File: config.mk
export PLATFORM = sky130hd
export DESIGN_NAME = cpd_cell
export DESIGN_NICKNAME = d
export VERILOG_FILES = /design/src/sv/cpd_pkg.sv /design/src/sv/cpd_cell.sv
export SDC_FILE = /design/constraint.sdc
export NUM_CORES = 1
export LEC_CHECK = 0
export CAP_MARGIN = 20
export CELL_PAD_IN_SITES_DETAIL_PLACEMENT = 1
export CELL_PAD_IN_SITES_GLOBAL_PLACEMENT = 2
export CORE_MARGIN = 5
export CORE_UTILIZATION = 31
export CTS_CLUSTER_DIAMETER = 30
export DETAILED_ROUTE_END_ITERATION = 8
export DONT_BUFFER_PORTS = 1
export PLACE_DENSITY = 0.72
export SLEW_MARGIN = 20
export SYNTH_ARGS = -nofsm -noshare
export SYNTH_HDL_FRONTEND = slang
export SYNTH_SLANG_ARGS = --single-unit
File: constraint.sdc
create_clock -name clk -period 1.35 [get_ports clk]
set_input_delay 0 -clock clk [delete_from_list [all_inputs] [get_ports clk]]
set_output_delay 0 -clock clk [all_outputs]
set_load 0.01 [all_outputs]
File: src/sv/cpd_pkg.sv
// cpd_pkg: shared types and constants of the code point deque
// command codes, value widths, code point limits and the cell control bundle
// no dependencies
package cpd_pkg;

  localparam int IN_W      = 32;
  localparam int VAL_W     = 21;
  localparam int FILL_W    = 7;
  localparam int DEPTH_DEF = 64;

  localparam logic [IN_W-1:0] CP_MAX  = 32'h0010_FFFF;
  localparam logic [IN_W-1:0] SURR_LO = 32'h0000_D800;
  localparam logic [IN_W-1:0] SURR_HI = 32'h0000_DFFF;

  typedef enum logic [1:0] {
    CMD_PUSH_HEAD = 2'd0,
    CMD_PUSH_TAIL = 2'd1,
    CMD_POP_HEAD  = 2'd2,
    CMD_POP_TAIL  = 2'd3
  } cmd_t;

  // broadcast to every cell; only operations that succeed are set
  typedef struct packed {
    logic             push_head;
    logic             push_tail;
    logic             pop_head;
    logic             pop_tail;
    logic [VAL_W-1:0] wr_value;
  } cell_ctrl_t;

endpackage

File: src/sv/cpd_cell.sv
// cpd_cell: one storage cell of the deque chain
// holds a head-ordered copy, a tail-ordered copy and an occupied flag; depends on cpd_pkg
module cpd_cell (
  input  logic                      clk,
  input  logic                      rst,
  input  cpd_pkg::cell_ctrl_t       ctrl,
  input  logic [cpd_pkg::VAL_W-1:0] fwd_left,
  input  logic [cpd_pkg::VAL_W-1:0] fwd_right,
  input  logic [cpd_pkg::VAL_W-1:0] rev_left,
  input  logic [cpd_pkg::VAL_W-1:0] rev_right,
  input  logic                      occ_left,
  input  logic                      occ_right,
  output logic [cpd_pkg::VAL_W-1:0] fwd,
  output logic [cpd_pkg::VAL_W-1:0] rev,
  output logic                      occ
);
  import cpd_pkg::*;

  logic first_free;

  // first empty cell past the stored entries
  assign first_free = occ_left && !occ;

  always_ff @(posedge clk) begin
    if (rst) begin
      occ <= 1'b0;
    end else if (ctrl.push_head || ctrl.push_tail) begin
      occ <= occ || occ_left;
    end else if (ctrl.pop_head || ctrl.pop_tail) begin
      occ <= occ && occ_right;
    end
  end

  // fwd chain: head at cell 0
  always_ff @(posedge clk) begin
    if (ctrl.push_head) begin
      fwd <= fwd_left;
    end else if (ctrl.pop_head) begin
      fwd <= fwd_right;
    end else if (ctrl.push_tail && first_free) begin
      fwd <= ctrl.wr_value;
    end
  end

  // rev chain: tail at cell 0
  always_ff @(posedge clk) begin
    if (ctrl.push_tail) begin
      rev <= rev_left;
    end else if (ctrl.pop_tail) begin
      rev <= rev_right;
    end else if (ctrl.push_head && first_free) begin
      rev <= ctrl.wr_value;
    end
  end

endmodule

Word-level counts from Yosys, hierarchy flattened
Index checks and enable logic that the tools add are counted.
Widths: inputs -> output; s select.
{ "word_totals": {"register_bits": 43, "out_inout_bits": 43, "wordCells": 22} }
{ "op_classes": {"mux": 8, "reduce_logical": 11} }
{ "ops": {"columns": ["cell", "n"], "rows": [
  ["$mux 21", 6],
  ["$reduce_bool 3->1", 2],
  ["$logic_and 1x1->1", 4],
  ["$logic_or 1x1->1", 3],
  ["$mux 1", 2],
  ["$reduce_bool 2->1", 1],
  ["$logic_not 1->1", 1]
]} }

Logic depth before layout (Yosys ltp)
Gate-level depths: netlist of run 1.
{ "logic_depth": {"word_depth": 6, "mapped_depth": 4, "mapped_depth_nobuf": 2} }

Worst setup path after synthesis of run 1
Ideal clock, no wire load.
{ "synth_path": {"path_kind": "register -> register", "startpoint": "reg occ", "endpoint": "reg fwd[0] (netlist name), enable pin", "setup_ps": 377, "t_arrival_ps": 1007, "setup_slack_ps": -33, "path_stages_with_launch": 3, "n_path_buf": 0, "synth_period_minus_slack_ps": 1383, "path_cell_list": "dfxtp_1 nor2b_1 a211o_1"} }
{ "synth_between": {"elab_chain_cells": 4} }
{ "synth_lines": {"columns": ["element", "line", "source"], "rows": [
  ["from (decl)", "cpd_cell.sv:15", "output logic occ"],
  ["from (signal assigned)", "cpd_cell.sv:28", "occ <= occ || occ_left;"],
  ["from (signal assigned)", "cpd_cell.sv:30", "occ <= occ && occ_right;"],
  ["$logic_not 1->1", "cpd_cell.sv:22", "assign first_free = occ_left && !occ;"],
  ["$logic_and 1x1->1", "cpd_cell.sv:22", null],
  ["$logic_and 1x1->1", "cpd_cell.sv:40", "end else if (ctrl.push_tail && first_free) begin"],
  ["$reduce_bool 3->1 (no source line)", null, null],
  ["to (signal assigned)", "cpd_cell.sv:37", "fwd <= fwd_left;"],
  ["to (signal assigned)", "cpd_cell.sv:39", "fwd <= fwd_right;"],
  ["to (signal assigned)", "cpd_cell.sv:41", "fwd <= ctrl.wr_value;"],
  ["to (decl)", "cpd_cell.sv:13", "output logic [cpd_pkg::VAL_W-1:0] fwd,"]
]} }
Every way passes these cells.
A chain may end at the register's enable or synchronous reset.

Worst setup path in the final report of run 1
{ "layout_path": {"startpoint": "in ctrl[23] (netlist name)", "endpoint": "reg rev[0] (netlist name), data pin"} }
{ "layout_between": {"elab_chain_cells": 1} }
{ "layout_lines": {"columns": ["element", "line", "source"], "rows": [
  ["from (decl)", "cpd_cell.sv:6", "input cpd_pkg::cell_ctrl_t ctrl,"],
  ["$mux 21", "cpd_cell.sv:47", "if (ctrl.push_tail) begin"],
  ["to (signal assigned)", "cpd_cell.sv:48", "rev <= rev_left;"],
  ["to (signal assigned)", "cpd_cell.sv:50", "rev <= rev_right;"],
  ["to (signal assigned)", "cpd_cell.sv:52", "rev <= ctrl.wr_value;"],
  ["to (decl)", "cpd_cell.sv:14", "output logic [cpd_pkg::VAL_W-1:0] rev,"]
]} }
Every way passes these cells.

==> impl_metrics.ini, run 1 <==
[run_status]
status = complete, but fails checks
violations = negative hold slack

[setup_path]
crit_arrival_ns = 1.34
crit_fanout = 21
crit_start = ctrl[23]
worst_setup_path_start_kind = input port
worstSetupPathType = input port to flop
required_ns = 1.39
cp-end-kind = flop
r2r_start = occ

[cells_and_area]
drive_above_1_share_pct = 4.76
num-nets-final = 386
utilization_pct = 46.0
fin_cells = 373
num-fill-cells = 788
regArea_sq_um = 1280
multi_input_area_sq_um = 848
final_cell_area_sq_um = 3290
areaGrowthSynthToFinish_pct = 46.4

[routing]
vias = 1875
post-route-drc-count = 0
firstDrtPassIters = 4
avgRoutedWirePerCell_um = 21.9
routed_wirelength_um = 8160
final_antenna_net_count = 0
drt_iter0_markers = 36
avgViaCountPerCell = 5.03

[sta]
postLayoutSetupSlackWorst_ns = 0.0506
finalCriticalPeriod_ns = 1.30
tns_ns = 0
rsz0062_at_grt = true
max_slew.worst_pin.slew_ns = 0.800
fmax_mhz = 770
fin_crit_sh_pct = 96.3
maxSlewHeadroom_pct = 46.7
hold_viol = 3
setup_viol = 0
drv_slew = 0
fin_hold_ws_ns = -0.00867
clock_skew_ns = 0.00990

[floorplan]
io_pins = 156
die_y_um = 95.1
core_area_sq_um = 7140
fp.dieW_um = 95.1
die_area_sq_um = 9040
rows = 31
start_util_pct = 31.5

[synth]
yosysTopAreaCellShare_pct = 56.2
syn_inst = 193
avgSynthCellArea_sq_um = 11.6
synth_edf_count = 42
ys_seq_elements = 43
synth_compound_area_share_pct = 11.0
yosys.area_share.simple_pct = 7.80
yosys-mux-area-fraction_pct = 18.7
synth_adder_area_share_pct = 0
yosysSeqAreaShare_pct = 57.1
synth-async-reset-ratio_pct = 0
netlist_area_sq_um = 2240
ys_top_cells_by_area = edfxtp_1, mux2i_1, o21ai_1, nand2_1, buf_6
synth_top_family_by_area = multiplexers
ys.flop_type = edfxtp_1
synth-xor-area-share_pct = 0
ys_warn_count = 0
synth_nets = 306
synth_top_area_cell = edfxtp_1
synth_common_cells = edfxtp_1, mux2i_1, nand2_1, o21ai_1
ys_types = 17

[place]
dp_slack_ns = 0.0552
placed_cell_area_sq_um = 2260
io_buffers = 0
dp_cells = 277
place_congestion = 0.766
dpl.hpwl_um = 5090

[global_routing]
grt_most_used_layer = met2
use_met1_pct = 18.1
use_met2_pct = 33.3
globalRouteTotalUtil_pct = 17.4
antenna_found_initial = 0
grt_pass1_wl_um = 11500
grt_overflow = 0
grt_pass1_vias = 2146
grt_max_degree = 43
use_met3_pct = 3.87

[power]
p_per_area_nw_per_um2 = 984
ir_drop_v = 0.000328
p_leak_nw = 1.29
finalPower_mw = 3.23

[clocking]
root_buffer = clkbuf_8
cts_buffers = 5
clk_latency_ns = 0.29
ctsHtreeMaxLevel = 2
clk_pin_slew_ns = 0.08
cts_tree = yes
clkSinkCount = 43
cts_buffer_depth = 2

[hold_path]
hp-start = fwd_right[7]
min_path_type = input port to flop

[flow_run]
maxCapViolations = 0
-- layout make-up --
| cell class | instances | area share (%) |
|---|---|---|
| multi-input cells | 133 | 25.8 |
| inverters | 1 | 0.114 |
| repair buffers | 89 | 28.1 |
| clock buffers | 6 | 2.21 |
| well taps | 99 | 3.77 |
| flip-flops and latches | 43 | 39.0 |
| clock inverters | 1 | 0.914 |
| diodes | 1 | 0.0762 |
-- logic make-up (layout without fill, tap and decap cells) --
group	Yosys count	after routing
other cells	0	1
compound gates	46	46
buf+inv	17	97
simple gates	45	45
mux	42	42
flops	43	43
-- critical path, cell delays in order --
cell           delay [ns]
buf_16               0.14
nand2_2              0.05
dlygate4sd3_1        0.53
o21ai_0              0.07
dlygate4sd3_1        0.55
-- path summary, 6_finish.rpt --
kind	endpoint	slack, ns	depth (start not counted)
worst min-delay path	fwd[7]	-0.009	2
worst max-delay path	rev[0]	0.05	5
worst max register to register	fwd[14]	0.06	2
worst min register to register	occ	0.63	3
-- cell usage in the layout (no fill, tap or decap), drive strengths merged --
cell	n
a211o	2
a221oi	1
buf	2
bufinv	1
clkbuf	7
dfxtp	1
diode	1
dlygate4sd3	85
dlymetal6s4s	1
edfxtp	42
inv	1
mux2i	42
nand2	42
nor2b	1
nor3	1
o21ai	43
or2	1
-- sequential cells by signal, indices dropped and copies added, names as in the netlist --
register	flops
fwd	21
occ	1
rev	21
-- layer usage --
layer | part of all wire (%) | up-vias
met5 | 0 | -
met4 | 2.7 | 0
met3 | 4.5 | 17
met2 | 56 | 78
met1 | 37 | 919
li1 | - | 861
-- where the power goes --
| part | leakage, nW | switching (mW) | internal [mW] |
|---|---|---|---|
| logic | 0.792 | 0.190 | 0.314 |
| clock network | 0.0513 | 0.417 | 0.543 |
| registers | 0.448 | 0.133 | 1.64 |
| total | 1.29 | 0.739 | 2.49 |
-- repair_timing --
action                                  in CTS  in global routing
endpoints found under the hold margin       43                  1
hold buffers                                89                  1
resized for setup                            0                  3
setup buffers                                0                  0
endpoints found under the setup margin       0                 48
Note: power is estimated with default switching activity, not from simulation.
==> run 2: changes to the inputs <==
--- a/config.mk
+++ b/config.mk
@@ -14,6 +14,7 @@
 export DETAILED_ROUTE_END_ITERATION = 8
 export DONT_BUFFER_PORTS = 1
 export PLACE_DENSITY = 0.72
+export REMOVE_ABC_BUFFERS = 1
 export SLEW_MARGIN = 20
 export SYNTH_ARGS = -nofsm -noshare
 export SYNTH_HDL_FRONTEND = slang
==> run 2 against run 1 <==
Compared with the run above:
- the flow still finishes with violations (negative hold slack)
- critical endpoint is now fwd[11]
- utilization decreased by 0.25 points
- clock skew decreased by 0.0044 ns
- largest cell class unchanged
- final cell count increased by 1.1%
- total power decreased by 5.9%
==> impl_metrics.ini, run 2 (synthesis results as in run 1) <==
[routing]
routed_wirelength_um = 7750
drt_iter0_markers = 45
avgRoutedWirePerCell_um = 20.6
post-route-drc-count = 0
vias = 1864
avgViaCountPerCell = 4.94
final_antenna_net_count = 0
firstDrtPassIters = 4

[sta]
finalCriticalPeriod_ns = 1.32
hold_viol = 20
fin_hold_ws_ns = -0.0665
clock_skew_ns = 0.00545
rsz0062_at_grt = false
fmax_mhz = 758
postLayoutSetupSlackWorst_ns = 0.0311
fin_crit_sh_pct = 97.7
max_slew.worst_pin.slew_ns = 0.398
drv_slew = 0
maxSlewHeadroom_pct = 73.3
setup_viol = 0

[power]
ir_drop_v = 0.000389
p_leak_nw = 1.27
p_per_area_nw_per_um2 = 931

[place]
io_buffers = 0
dpl.hpwl_um = 4520
place_congestion = 0.730
dp_slack_ns = 0.193

[run_status]
violations = negative hold slack
status = complete, but fails checks

[cells_and_area]
num-fill-cells = 801
utilization_pct = 45.8
final_common_cell = dlygate4sd3_1
drive_above_1_share_pct = 3.97
num-nets-final = 389
areaGrowthSynthToFinish_pct = 45.6
regArea_sq_um = 1280
multi_input_area_sq_um = 843
reg_top3 = fwd: 21 flops, rev: 21 flops, occ: 1 flops
layout_common_cells = dlygate4sd3_1, mux2i_1, nand2_1, edfxtp_1, o21ai_1

[clocking]
clk_latency_ns = 0.29
clkSinkCount = 43
cts_tree = yes
cts_buffer_depth = 2
cts_buffers = 5
hold_buffers = 88
root_buffer = clkbuf_8
clk_pin_slew_ns = 0.08
ctsHtreeMaxLevel = 2
cts_resized = 0
postCtsSetupBuffers = 0

[global_routing]
grt_max_degree = 47
antenna_found_initial = 0
grt_overflow = 0
grt_pass1_vias = 2151
globalRouteTotalUtil_pct = 16.9
grt_pass1_wl_um = 11300

[floorplan]
start_util_pct = 31.5
core_area_sq_um = 7140
rows = 31
io_pins = 156
die_y_um = 95.1
fp.dieW_um = 95.1
die_area_sq_um = 9040

[setup_path]
crit_arrival_ns = 1.37
cp-end-kind = flop
worst_setup_path_start_kind = input port
crit_fanout = 40
worstSetupPathType = input port to flop
required_ns = 1.40
r2r_slack_ns = 0.18

[hold_path]
min_path_type = input port to flop

[flow_run]
maxCapViolations = 0
-- run 2: changes by cell type in the layout (fill, tap and decap cells not counted), sizes merged --
| cell | previous run | this run |
|---|---|---|
| dlygate4sd3 | 85 | 87 |
| bufinv | 1 | 0 |
| clkbuf | 7 | 8 |
| buf | 2 | 5 |
| dlymetal6s4s | 1 | 0 |
-- run 2: area by class of cell --
cell class                 count  share of cell area, %
tap                           99                   3.79
antenna                        1                 0.0766
multi-input combinational    133                   25.8
timing repair buffer          92                   28.6
inverter                       1                  0.115
clock buffer                   8                   2.45
sequential                    43                   39.2
-- run 2: worst paths after layout --
check | endpoint | depth (start not counted) | from
setup reg to reg | fwd[2] | 3 | occ
setup / recovery | fwd[11] | 5 | ctrl[24]
hold reg to reg | occ | 3 | occ
hold / removal | rev[9] | 1 | ctrl[23]
-- run 2: worst max-delay path: stages --
cell and delay [ns]:
buf_12 0.15, nand2_1 0.07, dlygate4sd3_1 0.53, o21ai_1 0.06, dlygate4sd3_1 0.55
-- run 2: where the power goes --
part	leakage, nW	switching (mW)	internal, mW
registers	0.448	0.131	1.63
logic	0.784	0.182	0.317
clock network	0.0395	0.409	0.368
-- run 2: metal layers --
metal  GRT usage [%]  share of wire [%]  up-vias  wire [um]
met4            5.89                2.1        0        162
li1                -                  -      868          -
met2            31.3                 53       92       4120
met3            6.08                9.0       12        695
met5               0                  0        -          0
met1            17.5                 36      892       2780
-- run 2: through the flow --
stage	area, sq um	hold WS, ns	instances	TNS (ns)	power [mW]
3_3_place_gp	2290	0.0678	280	0	2.03
2_1_floorplan	2130	0.0662	177	-1.40	1.95
6_report	3270	-0.0665	377	0	3.04
3_5_place_dp	2290	0.0712	280	0	2.04
5_1_grt	3270	-0.0942	376	0	3.20
4_1_cts	3270	-0.0832	376	0	3.08
